--- config.mk ---
export PLATFORM = sky130hd
export DESIGN_NAME = tsp_cmp
export DESIGN_NICKNAME = d
export VERILOG_FILES = /design/src/hw/rtl/tsp_pkg.sv /design/src/hw/rtl/tsp_cmp.sv
export SDC_FILE = /design/constraint.sdc
export NUM_CORES = 1
export LEC_CHECK = 0
export ABC_AREA = 0
export ABC_CLOCK_PERIOD_IN_PS = 5000
export BUFFER_PORTS_ARGS = -buffer_cell sky130_fd_sc_hd__buf_2
export CORE_MARGIN = 4
export CORE_UTILIZATION = 49
export DETAILED_ROUTE_END_ITERATION = 7
export GPL_TIMING_DRIVEN = 1
export MAX_ROUTING_LAYER = met4
export PLACE_DENSITY = 0.81
export SLEW_MARGIN = 30
export SYNTH_ARGS = -nofsm -noshare
export SYNTH_HDL_FRONTEND = slang
export SYNTH_SLANG_ARGS = --single-unit
export TNS_END_PERCENT = 50
--- constraint.sdc ---
create_clock -name vclk -period 5
set_input_delay 0.75 -clock vclk [all_inputs]
set_output_delay 0.75 -clock vclk [all_outputs]
set_load 0.01 [all_outputs]
--- src/hw/rtl/tsp_pkg.sv ---
// ----------------------------------------------------------------------------
// tsp_pkg: shared types and constants of the timestamp stream pairer
// Field widths, queue geometry, reset tolerance, stream select codes, queue
// entry, control and status types, sequencer states.
// ----------------------------------------------------------------------------
package tsp_pkg;

  // Field widths
  localparam int TIME_W = 63;
  localparam int TAG_W  = 16;

  // Queue geometry
  localparam int QUEUE_DEPTH = 64;
  localparam int QAW         = $clog2(QUEUE_DEPTH);
  localparam int QCW         = $clog2(QUEUE_DEPTH + 1);

  // Tolerance after reset
  localparam logic [TIME_W-1:0] TOL_RESET = TIME_W'(16666666);

  // Stream select codes
  localparam logic CMD_DEPTH = 1'b0;
  localparam logic CMD_COLOR = 1'b1;

  // One frame descriptor as held in a queue
  typedef struct packed {
    logic [TIME_W-1:0] ftime;
    logic [TAG_W-1:0]  tag;
  } tsp_entry_t;

  // Queue control from the sequencer
  typedef struct packed {
    logic push;
    logic pop;
    logic rd;
  } tsp_qctrl_t;

  // Queue status to the sequencer
  typedef struct packed {
    logic empty;
  } tsp_qstat_t;

  // Sequencer states
  typedef enum logic [2:0] {
    ST_IDLE,
    ST_READ,
    ST_CMP_D,
    ST_CMP_C,
    ST_EMIT
  } tsp_state_e;

endpackage

--- src/hw/rtl/tsp_cmp.sv ---
// ----------------------------------------------------------------------------
// tsp_cmp: shared timestamp compare unit
// Flags when the first timestamp plus the tolerance is strictly below the
// second; the sum is formed one bit wider so it never wraps.
// ----------------------------------------------------------------------------
module tsp_cmp import tsp_pkg::*; (
  input  logic [TIME_W-1:0] a_i,
  input  logic [TIME_W-1:0] b_i,
  input  logic [TIME_W-1:0] tol_i,
  output logic              older_o
);

  logic [TIME_W:0] sum;

  // Widen, add, compare
  assign sum     = {1'b0, a_i} + {1'b0, tol_i};
  assign older_o = (sum < {1'b0, b_i});

endmodule

After elaboration in Yosys (flattened, before gate mapping):

Index checks and enable logic that the tools add are counted.

* register bits after elaboration: 0
* logic and storage cells: 2

* add/sub/neg operators: 1
* $lt $le $gt $ge: 1

Operator list (number)
* 63-bit by 63-bit adder with 64-bit output: 1
* 64-bit by 63-bit < comparator with 1-bit output: 1

Depth between registers and ports, before layout:

* word-level depth: 2
* gate-level depth with buffers: 22
* depth with buffers taken out: 22

Worst setup path after synthesis:

No wires, ideal clock.

* path kind: in2out
* from: input port a_i[0]
* to: output port older_o
* data arrival time: 4.610 ns
* slack: -0.360 ns
* cell stages on the path: 22
* data required time: 4.250 ns
* buffers on the path: 0
* cell sequence: ha_1 inv_1 fa_1 nand2b_1 a21oi_2 o41ai_2 o311ai_1 o211ai_1 o21ai_1 a21oi_1 o21ai_1 xor2_1 ha_1 nand4_1 or2_2 nor3_1 nor2b_1 a2111oi_0 o211ai_1 a221oi_1 o2111ai_1 a31oi_1

* longest elaborated chain between the ends: 2

Ends and longest elaborated chain
* start: declaration: line tsp_cmp.sv:7 `input logic [TIME_W-1:0] a_i,`
* 63-bit by 63-bit adder with 64-bit output: line tsp_cmp.sv:16 `assign sum = {1'b0, a_i} + {1'b0, tol_i};`
* 64-bit by 63-bit < comparator with 1-bit output: line tsp_cmp.sv:17 `assign older_o = (sum < {1'b0, b_i});`
* end: declaration: line tsp_cmp.sv:10 `output logic older_o`

No other way between the ends.

Final worst setup path:

* from: input port tol_i[0]
* to: output port older_o

* longest elaborated chain between the ends: 2

Ends and longest elaborated chain
* start: declaration: line tsp_cmp.sv:9 `input logic [TIME_W-1:0] tol_i,`
* 63-bit by 63-bit adder with 64-bit output: line tsp_cmp.sv:16
* 64-bit by 63-bit < comparator with 1-bit output: line tsp_cmp.sv:17

No other way between the ends.

==> results.json <==
{
  "outcome": "complete, but fails checks",
  "violations": "negative setup slack",
  "synth_area_leaders": "ha_1, a21o_1, a21oi_1",
  "slew_violations": 0,
  "viasPerCell": 5.63,
  "die-area_sq_um": 13000,
  "crit_type": "in -> out",
  "drive_gt1_share_pct": 36.1,
  "drv_cap": 0,
  "die_y_um": 114,
  "clock.fmax_mhz": 181,
  "nets": 1416,
  "setup-tns-final_ns": -0.529,
  "synth_area_per_cell_sq_um": 6.97,
  "routabilityCongestion": 0.967,
  "hold_end": "older_o",
  "worst_ir_drop_vdd_mv": 0.0750,
  "crit_fanout": 2,
  "finalHoldViolCount": 0,
  "p_leak_nw": 4.30,
  "die_w_um": 114,
  "synthTopCellsByCount": "ha_1, a21oi_1, inv_1",
  "drt_iter0_drc": 482,
  "syn_area_sq_um": 5520,
  "grt_max_degree": 13,
  "synth_cell_types": 70,
  "cpPeakStageDelay_ns": 0.35,
  "holdPathStages": 7,
  "nFlopsAndLatches": 0,
  "startpoint_type": "primary input",
  "maxSlewHeadroom_pct": 66.0,
  "dpl.hpwl_um": 16000,
  "critPathArrivalTime_ns": 4.78,
  "initial_core_util_pct": 50.4,
  "routed_wl_um": 18400,
  "antenna_left": 0,
  "rsz0062_at_grt": "yes",
  "yosys.area.top_type": "ha_1",
  "drc": 0,
  "finalCriticalPeriod_ns": 5.53,
  "grt_pass1_wl_um": 29200,
  "crit_path_cell_trace": "buf_6, ha_4, inv_2, fa_2, nand2b_4, a21oi_4, o41ai_4, o311ai_2, o211ai_1, o21ai_2, buf_4, buf_4, xor2_1, ha_1, a21o_1, a21o_1, a21oi_1, nor2_1, a2111oi_2, o211ai_1, a221oi_2, o2111ai_1, a31oi_1, buf_2",
  "grt_usage_pct": 26.8,
  "min_from": "b_i[55]",
  "worstMarginPinSlew_ns": 0.497,
  "dp_slack_ns": -0.814,
  "timing.final.ws_setup_ns": -0.529,
  "worstPathRequired_ns": 4.25,
  "grt_pass1_vias": 6853,
  "syn-num-nets": 1106,
  "grt-ovfl-total": 0,
  "endpoint_kind": "output pin",
  "crit_family": "compound AO/OA/AOI/OAI gates",
  "vias": 6971,
  "post-route-period-util_pct": 111,
  "wl_per_cell_um": 14.8,
  "ctsHoldBuffers": 0,
  "crit_slowest_cell": "fa_2",
  "seq_area_frac_synth_pct": 0,
  "io_buffers": 190,
  "syn2layout_area_growth_pct": 42.1,
  "antenna_found_initial": 0,
  "num_rows": 38,
  "register_area_sq_um": 0,
  "powerDensity_nw_per_um2": 146,
  "yosysTopAreaCellShare_pct": 28.4,
  "yosysMostFrequentCell": "ha_1",
  "drt_first_pass_iters": 5,
  "setup_viol": 1,
  "synthCells": 791,
  "clockBufferCount": 0,
  "yosysWarnings": 0,
  "antenna_cells": 0,
  "design.core.area_sq_um": 10900,
  "ioPinCount": 190,
  "fill_cells": 907,
  "min_path_type": "in -> out",
  "worst-path-buf-inv": 5
}
-- repair_timing --
action,CTS,global route
gates resized for setup,6,24
setup buffers,4,3
gates cloned,0,0
pin swaps,17,22
endpoints found under the setup margin,1,1
-- report_power, final --
part	switching [W]	total (W)	internal, W	leakage (nW)
Clock	0	0	0	0
Sequential	0	0	0	0
Combinational	0.000575	0.00115	0.000572	4.30
-- placed cells by master, fill, tap and decap left out, types with 3 or more instances in the layout --
master / count
and3_1: 4
nand2_1: 51
o21ai_2: 4
nor3_2: 4
and2_1: 3
nand4_1: 38
a21oi_1: 83
buf_4: 153
nor3b_1: 3
o21bai_1: 9
nor3_1: 6
nor2b_1: 7
o21a_1: 5
a21o_1: 62
nand3_1: 15
o21ai_0: 32
inv_1: 80
buf_2: 188
a31oi_1: 9
nand2b_1: 11
ha_1: 122
xnor2_1: 36
o211ai_1: 10
o21ai_1: 12
a211oi_1: 3
a21oi_2: 7
nor2_1: 43
or2_2: 3
xor2_1: 22
-- stage by stage --
stage / instance area (sq um) / total power [W] / utilization [%] / hold WS (ns) / std cells
finish: 7840 / 0.00115 / 71.7 / 2.12 / 1239
detailed placement: 7630 / 0.00108 / 69.8 / 2.13 / 1232
floorplan: 5570 / 0.000676 / - / 1.88 / 791
CTS: 7690 / 0.00110 / 70.3 / 2.12 / 1236
global route: 7840 / 0.00127 / 71.7 / 2.15 / 1239
global placement: 7630 / 0.00106 / 69.8 / 2.11 / 1232
-- worst max path at each step --
stage                   from       to  slack (ns)  cells after the start
floorplan             a_i[0]  older_o       -0.21                     22
global placement      a_i[0]  older_o       -0.66                     24
detailed placement    a_i[0]  older_o       -0.81                     24
CTS                 tol_i[0]  older_o       -0.61                     24
global route          a_i[1]  older_o       -0.74                     21
finish              tol_i[0]  older_o       -0.53                     24
-- layer usage --
metal | routed length [um] | vias up | global-route usage (%)
met3 | 1200 | 37 | 0.951
met2 | 8870 | 284 | 47.3
met4 | 402 | 0 | 6.97
met5 | 0 | - | -
met1 | 7900 | 3130 | 33.7
li1 | - | 3520 | -
-- kinds of logic (layout without fill, tap and decap cells) --
logic type | count (synthesis) | in the layout | share of synthesized area, %
AOI/OAI and AO/OA | 287 | 287 | 34.8
and+or+nand+nor | 202 | 202 | 18.4
adders and majority gates | 126 | 126 | 28.7
buffers and inverters | 116 | 424 | 8.46
xor gates and xnor gates | 58 | 58 | 9.21
muxes | 2 | 2 | 0.386
-- layout make-up --
cell class         instances  area (sq um)  area share [%]
well taps                140           175            2.24
inverters                 81           304            3.88
multi-input cells        675          5250            66.9
repair buffers           343          2110            27.0
Note: power is estimated with default switching activity, not from simulation.
